`src/rtl/wts_pkg.sv`:
```
// Shared types and constants for the weighted table sampler.
// No dependencies; imported by wts_cell and weighted_table_sampler.
package wts_pkg;

  localparam int MAX_MODES_DEF = 8;
  localparam int MAX_MODES_LIM = 64;
  localparam int FRAC_BITS     = 16;
  localparam int RAND_W        = 16;
  localparam int RATIO_W       = 17;
  localparam int BODY_W        = 3;
  localparam int IDX_W         = 3;
  localparam int WEIGHT_W      = 20;
  // room for a full table of maximal ratios
  localparam int PREF_W        = RATIO_W + $clog2(MAX_MODES_LIM);
  localparam int PROD_W        = PREF_W + RAND_W;

  localparam logic [PREF_W-1:0] ONE_VAL =
    {{(PREF_W-FRAC_BITS-1){1'b0}}, 1'b1, {FRAC_BITS{1'b0}}};

  localparam logic [BODY_W-1:0] BODY_MIN = BODY_W'(2);
  localparam logic [BODY_W-1:0] BODY_MAX = BODY_W'(3);

  typedef enum logic [1:0] {
    CMD_ADD = 2'd0,
    CMD_FIN = 2'd1,
    CMD_SMP = 2'd2,
    CMD_NOP = 2'd3
  } cmd_t;

  typedef enum logic [2:0] {
    ST_OK    = 3'd0,
    ST_FINAL = 3'd1,
    ST_FULL  = 3'd2,
    ST_BODY  = 3'd3,
    ST_NOFIN = 3'd4,
    ST_SUM   = 3'd5
  } st_t;

  typedef enum logic [1:0] {
    OP_INS  = 2'd0,
    OP_SUM  = 2'd1,
    OP_PICK = 2'd2
  } op_t;

  typedef enum logic {
    S_IDLE = 1'b0,
    S_RUN  = 1'b1
  } fsm_t;

  // token handed from cell to cell, one hop per cycle
  typedef struct packed {
    logic                go;
    op_t                 op;
    logic                have;   // insert: entry still looking for its place
    logic [RATIO_W-1:0]  prob;
    logic [IDX_W-1:0]    idx;
    logic [PREF_W-1:0]   acc;    // running prefix sum
    logic [PROD_W-1:0]   x;      // scaled random value
    logic                found;
    logic [IDX_W-1:0]    sel;
    logic [IDX_W-1:0]    last;
  } tok_t;

endpackage

```
`src/rtl/wts_cell.sv`:
```
// One table slot of the sampler chain: holds an entry in sorted position.
// Depends on wts_pkg (tok_t, op_t, widths).
module wts_cell import wts_pkg::*; (
  input  logic clk,
  input  logic rst,
  input  logic occ,
  input  tok_t tin,
  output tok_t tout
);

  logic [RATIO_W-1:0] prob, prob_next;
  logic [IDX_W-1:0]   idx, idx_next;
  logic [PREF_W-1:0]  prefix, prefix_next;
  tok_t               tnext;

  always_comb begin
    tnext       = tin;
    prob_next   = prob;
    idx_next    = idx;
    prefix_next = prefix;
    if (tin.go && occ) begin
      unique case (tin.op)
        OP_INS: begin
          // strictly greater only, so equal weights keep arrival order
          if (tin.have && tin.prob > prob) begin
            prob_next  = tin.prob;
            idx_next   = tin.idx;
            tnext.prob = prob;
            tnext.idx  = idx;
          end
        end
        OP_SUM: begin
          prefix_next = tin.acc + PREF_W'(prob);
          tnext.acc   = prefix_next;
        end
        OP_PICK: begin
          tnext.last = idx;
          if (!tin.found && tin.x < {prefix, {RAND_W{1'b0}}}) begin
            tnext.found = 1'b1;
            tnext.sel   = idx;
          end
        end
        default: ;
      endcase
    end else if (tin.go && tin.op == OP_INS && tin.have) begin
      // first free slot takes whatever entry reaches it
      prob_next  = tin.prob;
      idx_next   = tin.idx;
      tnext.have = 1'b0;
    end
  end

  always_ff @(posedge clk) begin
    prob   <= prob_next;
    idx    <= idx_next;
    prefix <= prefix_next;
  end

  always_ff @(posedge clk) begin
    if (rst) tout <= '0;
    else     tout <= tnext;
  end

endmodule

```
`src/rtl/weighted_table_sampler.sv`:
```
// Weighted table sampler: command decode, result register and a chain of slots.
// Depends on wts_pkg and wts_cell.
//
//  channel | handshake            | payload
//  --------+----------------------+--------------------------------------------
//  request | req_valid/req_ready  | cmd, ratio, daughter_count, random_value,
//          |                      | weighted
//  result  | rsp_valid/rsp_ready  | status, mode_valid, mode_index, total_weight
//
// Commands that only check state give their result in the cycle after the transfer.
// Add, finalise and sample that touch the table send a token down the slot chain,
// one slot a cycle; the result is registered once the token leaves the last slot.
// A new request is taken only in idle and when the result register is free or
// being emptied in the same cycle. Synchronous reset empties the table.
module weighted_table_sampler import wts_pkg::*; #(
  parameter int MAX_MODES = MAX_MODES_DEF
) (
  input  logic                clk,
  input  logic                rst,
  input  logic                req_valid,
  output logic                req_ready,
  input  logic [1:0]          cmd,
  input  logic [RATIO_W-1:0]  ratio,
  input  logic [BODY_W-1:0]   daughter_count,
  input  logic [RAND_W-1:0]   random_value,
  input  logic                weighted,
  output logic                rsp_valid,
  input  logic                rsp_ready,
  output logic [2:0]          status,
  output logic                mode_valid,
  output logic [IDX_W-1:0]    mode_index,
  output logic [WEIGHT_W-1:0] total_weight
);

  localparam int CNT_W = $clog2(MAX_MODES + 1);

  fsm_t                state, state_next;
  logic [CNT_W-1:0]    count, count_next;
  logic                table_final, table_final_next;
  logic                body_bad, body_bad_next;
  logic [PREF_W-1:0]   total, total_next;
  logic                wmode, wmode_next;
  tok_t                head, head_next;
  logic                rsp_valid_next;
  st_t                 status_next;
  logic                mode_valid_next;
  logic [IDX_W-1:0]    mode_index_next;
  logic [WEIGHT_W-1:0] total_weight_next;
  logic                take;
  logic [PREF_W-1:0]   scale;
  tok_t                tail;

  tok_t                link [MAX_MODES+1];
  logic [MAX_MODES-1:0] occ;

  assign req_ready = (state == S_IDLE) && (!rsp_valid || rsp_ready);
  assign take      = req_valid && req_ready;
  assign scale     = weighted ? total : ONE_VAL;
  assign link[0]   = head;
  assign tail      = link[MAX_MODES];

  for (genvar g = 0; g < MAX_MODES; g++) begin : g_slot
    assign occ[g] = count > CNT_W'(g);
    wts_cell u_cell (
      .clk  (clk),
      .rst  (rst),
      .occ  (occ[g]),
      .tin  (link[g]),
      .tout (link[g+1])
    );
  end

  always_comb begin
    state_next        = state;
    count_next        = count;
    table_final_next  = table_final;
    body_bad_next     = body_bad;
    total_next        = total;
    wmode_next        = wmode;
    head_next         = head;
    head_next.go      = 1'b0;
    rsp_valid_next    = rsp_valid && !rsp_ready;
    status_next       = st_t'(status);
    mode_valid_next   = mode_valid;
    mode_index_next   = mode_index;
    total_weight_next = total_weight;

    unique case (state)
      S_IDLE: begin
        if (take) begin
          rsp_valid_next    = 1'b1;
          status_next       = ST_OK;
          mode_valid_next   = 1'b0;
          mode_index_next   = '0;
          total_weight_next = '0;
          head_next.have    = 1'b0;
          head_next.prob    = ratio;
          head_next.idx     = IDX_W'(count);
          head_next.acc     = '0;
          head_next.x       = PROD_W'(scale) * PROD_W'(random_value);
          head_next.found   = 1'b0;
          head_next.sel     = '0;
          head_next.last    = '0;
          unique case (cmd_t'(cmd))
            CMD_ADD: begin
              if (table_final) begin
                status_next = ST_FINAL;
              end else if (count >= CNT_W'(MAX_MODES)) begin
                status_next = ST_FULL;
              end else begin
                body_bad_next  = body_bad || daughter_count < BODY_MIN ||
                                 daughter_count > BODY_MAX;
                head_next.go   = 1'b1;
                head_next.op   = OP_INS;
                head_next.have = 1'b1;
                rsp_valid_next = 1'b0;
                state_next     = S_RUN;
              end
            end
            CMD_FIN: begin
              if (table_final) begin
                status_next = ST_FINAL;
              end else if (body_bad) begin
                status_next = ST_BODY;
              end else if (count != '0) begin
                head_next.go   = 1'b1;
                head_next.op   = OP_SUM;
                rsp_valid_next = 1'b0;
                state_next     = S_RUN;
              end
            end
            CMD_SMP: begin
              if (count == '0) begin
                total_weight_next = weighted ? WEIGHT_W'(ONE_VAL) : '0;
              end else if (!table_final) begin
                status_next = ST_NOFIN;
              end else if (!weighted && total > ONE_VAL) begin
                status_next = ST_SUM;
              end else begin
                wmode_next     = weighted;
                head_next.go   = 1'b1;
                head_next.op   = OP_PICK;
                rsp_valid_next = 1'b0;
                state_next     = S_RUN;
              end
            end
            CMD_NOP: ;
          endcase
        end
      end
      S_RUN: begin
        if (tail.go) begin
          state_next        = S_IDLE;
          rsp_valid_next    = 1'b1;
          status_next       = ST_OK;
          mode_valid_next   = 1'b0;
          mode_index_next   = '0;
          total_weight_next = '0;
          unique case (tail.op)
            OP_INS: count_next = count + CNT_W'(1);
            OP_SUM: begin
              total_next       = tail.acc;
              table_final_next = 1'b1;
            end
            OP_PICK: begin
              if (wmode) begin
                // weighted mode falls back to the last slot
                mode_valid_next   = 1'b1;
                mode_index_next   = tail.found ? tail.sel : tail.last;
                total_weight_next = total[WEIGHT_W-1:0];
              end else begin
                mode_valid_next = tail.found;
                mode_index_next = tail.found ? tail.sel : '0;
              end
            end
            default: ;
          endcase
        end
      end
      default: state_next = S_IDLE;
    endcase
  end

  always_ff @(posedge clk) begin
    if (rst) begin
      state       <= S_IDLE;
      count       <= '0;
      table_final <= 1'b0;
      body_bad    <= 1'b0;
      rsp_valid   <= 1'b0;
    end else begin
      state       <= state_next;
      count       <= count_next;
      table_final <= table_final_next;
      body_bad    <= body_bad_next;
      rsp_valid   <= rsp_valid_next;
    end
  end

  always_ff @(posedge clk) begin
    total        <= total_next;
    wmode        <= wmode_next;
    status       <= status_next;
    mode_valid   <= mode_valid_next;
    mode_index   <= mode_index_next;
    total_weight <= total_weight_next;
  end

  always_ff @(posedge clk) begin
    if (rst) head <= '0;
    else     head <= head_next;
  end

endmodule

```
`config.mk`:
```
export PLATFORM = sky130hd
export DESIGN_NAME = weighted_table_sampler
export DESIGN_NICKNAME = d
export VERILOG_FILES = /design/src/rtl/wts_pkg.sv /design/src/rtl/wts_cell.sv /design/src/rtl/weighted_table_sampler.sv
export SDC_FILE = /design/constraint.sdc
export NUM_CORES = 2
export LEC_CHECK = 0
export BUFFER_PORTS_ARGS = -buffer_cell sky130_fd_sc_hd__buf_4
export CAP_MARGIN = 5
export CORE_UTILIZATION = 55
export CTS_BUF_LIST = sky130_fd_sc_hd__clkbuf_8
export DETAILED_ROUTE_END_ITERATION = 10
export MAX_ROUTING_LAYER = met4
export PLACE_DENSITY = 0.71
export SYNTH_ARGS = -nofsm -noshare
export SYNTH_HDL_FRONTEND = slang
export SYNTH_SLANG_ARGS = --single-unit
```
`constraint.sdc`:
```
create_clock -name clk -period 23 [get_ports clk]
set_clock_uncertainty 0.1 [all_clocks]
set_input_delay 4.6 -clock clk [delete_from_list [all_inputs] [get_ports clk]]
set_output_delay 4.6 -clock clk [all_outputs]
set_load 0.05 [all_outputs]
```
==> results_dict.tcl <==
set metrics [dict create \
    tightest_slew_ps 1240 \
    cts.sinks 980 \
    hold_buffers 0 \
    finalHoldViolCount 0 \
    syn-cell-area_um2 56300 \
    seqPwrFrac 0.415 \
    synth_top_area_frac 0.216 \
    die_h_um 322 \
    io_pins 72 \
    powerDensity_nw_per_um2 72.9 \
    finalCritPeriodShare 0.518 \
    timing.final.crit_period_ps 11910 \
    maxCapViolCount 0 \
    globalRouteTotalUtil 0.270 \
    crit_type "input port to flop" \
    path_max_fanout 103 \
    cts-buffers-inserted 161 \
    wl_mm 133 \
    whs_ps 304 \
    final_util 0.609 \
    cp-end-kind "flop" \
    dpl.hpwl_mm 101 \
    slew_violations 0 \
    antenna_left 0 \
    gp_congestion 0.899 \
    min_path_type "flop to flop" \
    detail_route.wl_per_cell_um 18.5 \
    tns_ps 0 \
    setup_viol 0 \
    synth_top_cell_by_area "dfxtp_1" \
    num_vias 39100 \
    drive_above_1_share 0.0655 \
    cts_setup_buffers 0 \
    grt_max_degree 184 \
    ys_ff_latch 980 \
    synth-seq-area-share 0.415 \
    power_frac_clock 0.344 \
    fin_ws_ps 11090 \
    nets 6557 \
    p_switching_uw 1440 \
    p_int_uw 3030 \
    status "finished clean" \
    synth_top_cells_by_count "687 x inv_1, 606 x dfxtp_1, 587 x nand2_1" \
    yosysWarningCount 0 \
    avgSynthCellArea_um2 9.97 \
    vias_per_cell 5.44 \
    start_util 0.559 \
    clock_latency_ps 850 \
    core_area_um2 101000 \
    ys.flop_type "dfxtp_1" \
    swShare 0.322 \
    comb_power_share 0.241 \
    worst_ep_arrival_time_ps 12540 \
    synth_edf_count 374 \
    synth.distinct_cells 87 \
    cts_root_buffer "clkbuf_8" \
    grt_pass1_wl_mm 213 \
    grt_pass1_vias 39800 \
    nFillCells 8490 \
    clock.fmax_mhz 84.0 \
    post_cts_resized 0 \
    drtIter0Drc 2530 \
    rsz0062_at_grt "false" \
    cts_buffer_depth 3 \
    drc 0 \
    htreeDepth 4 \
    ys_top_cells_by_area "dfxtp_1 22%, edfxtp_1 20%, ha_1 12%" \
    cp.required_ps 23630 \
    rows 116 \
    die-area_um2 104000 \
    cts_tree "done" \
    max_slew_margin 0.175 \
    p_leak_uw 0.0286 \
    reg2reg_slack_ps 15460 \
    antenna_found_initial 4 \
    start_kind "input port" \
    irDropWorstVdd_v 0.0000979 \
    die_w_um 322 \
    power_uw 4470 \
    yosysMostFrequentCell "inv_1" \
    area_growth_pct 9.02 \
    dp_slack_ps 10460 \
    clk_pin_slew_ps 60 \
    overflow 0 \
    synth_nets 6507 \
    port-buffer-count 70 \
    syn_inst 5644 \
    first_pass_iters 6 \
    synthArstFlopShare 0 \
]
## cells in the final DEF, fill, tap and decap left out, drive strengths merged, types with 110 or more instances in the layout
cell	Yosys	routed
xnor2	110	110
o21ai	119	119
a21oi	340	340
ha	522	522
a21o	152	152
and3	167	167
fa	298	298
nor2b	246	246
clkbuf	194	194
edfxtp	374	374
dfxtp	606	606
nor2	402	402
inv	687	767
nand2	587	587
mux2i	153	153
## registers in the layout (all words and copies together), names as in the netlist
register              count
g_slot.u_cell.tout      551
g_slot.u_cell.prefix    163
g_slot.u_cell.prob      136
head                     47
g_slot.u_cell.idx        24
total                    23
total_weight             20
count                     4
mode_index                3
status                    3
body_bad                  1
mode_valid                1
rsp_valid                 1
state                     1
table_final               1
wmode                     1
## path summary, 6_finish.rpt
kind,start,to,cells past startpoint
setup / recovery,weighted,head[45],22
hold / removal,g_slot[6].u_cell.tout[71],g_slot[7].u_cell.idx[2],0
setup reg to reg,total[9],head[45],20
hold reg to reg,g_slot[6].u_cell.tout[71],g_slot[7].u_cell.idx[2],0
## per-stage QoR
step / std cells / cell area [um2]
2_1_floorplan: 5644 / 56300
3_5_place_dp: 6888 / 58000
6_report: 7193 / 61300
4_1_cts: 7190 / 61300
3_3_place_gp: 6888 / 58000
5_1_grt: 7192 / 61300
## per-layer routing
metal | up-vias | global-route usage | wire [um] | part of all wire
li1 | 19100 | - | - | -
met1 | 18700 | 0.339 | 57600 | 0.43
met2 | 1033 | 0.441 | 63800 | 0.48
met3 | 287 | 0.0458 | 7480 | 0.056
met4 | 0 | 0.0948 | 4270 | 0.032
met5 | - | - | 0 | 0
## power groups by stage
| stage | Combinational, uW | Sequential [uW] | Clock [uW] |
|---|---|---|---|
| 2_1_floorplan | 741 | 1880 | 0 |
| 3_3_place_gp | 1050 | 1890 | 0 |
| 3_5_place_dp | 1050 | 1890 | 0 |
| 4_1_cts | 1060 | 1860 | 1570 |
| 5_1_grt | 1200 | 1860 | 1650 |
| 6_report | 1080 | 1860 | 1540 |
## area by class of cell
cell class	instances	area (um2)	share of cell area
antenna	3	7.51	0.000122
clock buffer	194	2670	0.0435
clock inverter	108	677	0.0110
inverter	690	2590	0.0422
multi-input combinational	3756	29500	0.481
sequential	980	23400	0.381
tap	1357	1700	0.0277
timing repair buffer	105	808	0.0132
## worst max-delay path, cell delays in order
cell      delay (ps)
buf_4            420
buf_4            700
and2_1           740
nand2_1          170
fa_1             560
inv_1             50
fa_1             520
fa_1             460
fa_1             530
fa_1             550
inv_1             50
fa_1             580
inv_1             50
ha_1             390
a21oi_1          340
o21ai_0          160
a31oi_1          370
nand2_1          180
a21oi_2          380
o21ai_2          160
a211o_1          310
a221oi_1         250
## kinds of logic after synthesis
group / after synthesis / share of synthesized area
multiplexers: 155 / 0.0276
XOR/XNOR: 156 / 0.0243
AO/OA/AOI/OAI: 844 / 0.0955
buffers and inverters: 908 / 0.0609
flip-flops: 980 / 0.415
adder cells (fa/ha/maj): 820 / 0.222
AND/OR/NAND/NOR: 1781 / 0.154
No activity file was read; power rests on OpenSTA's default activity.
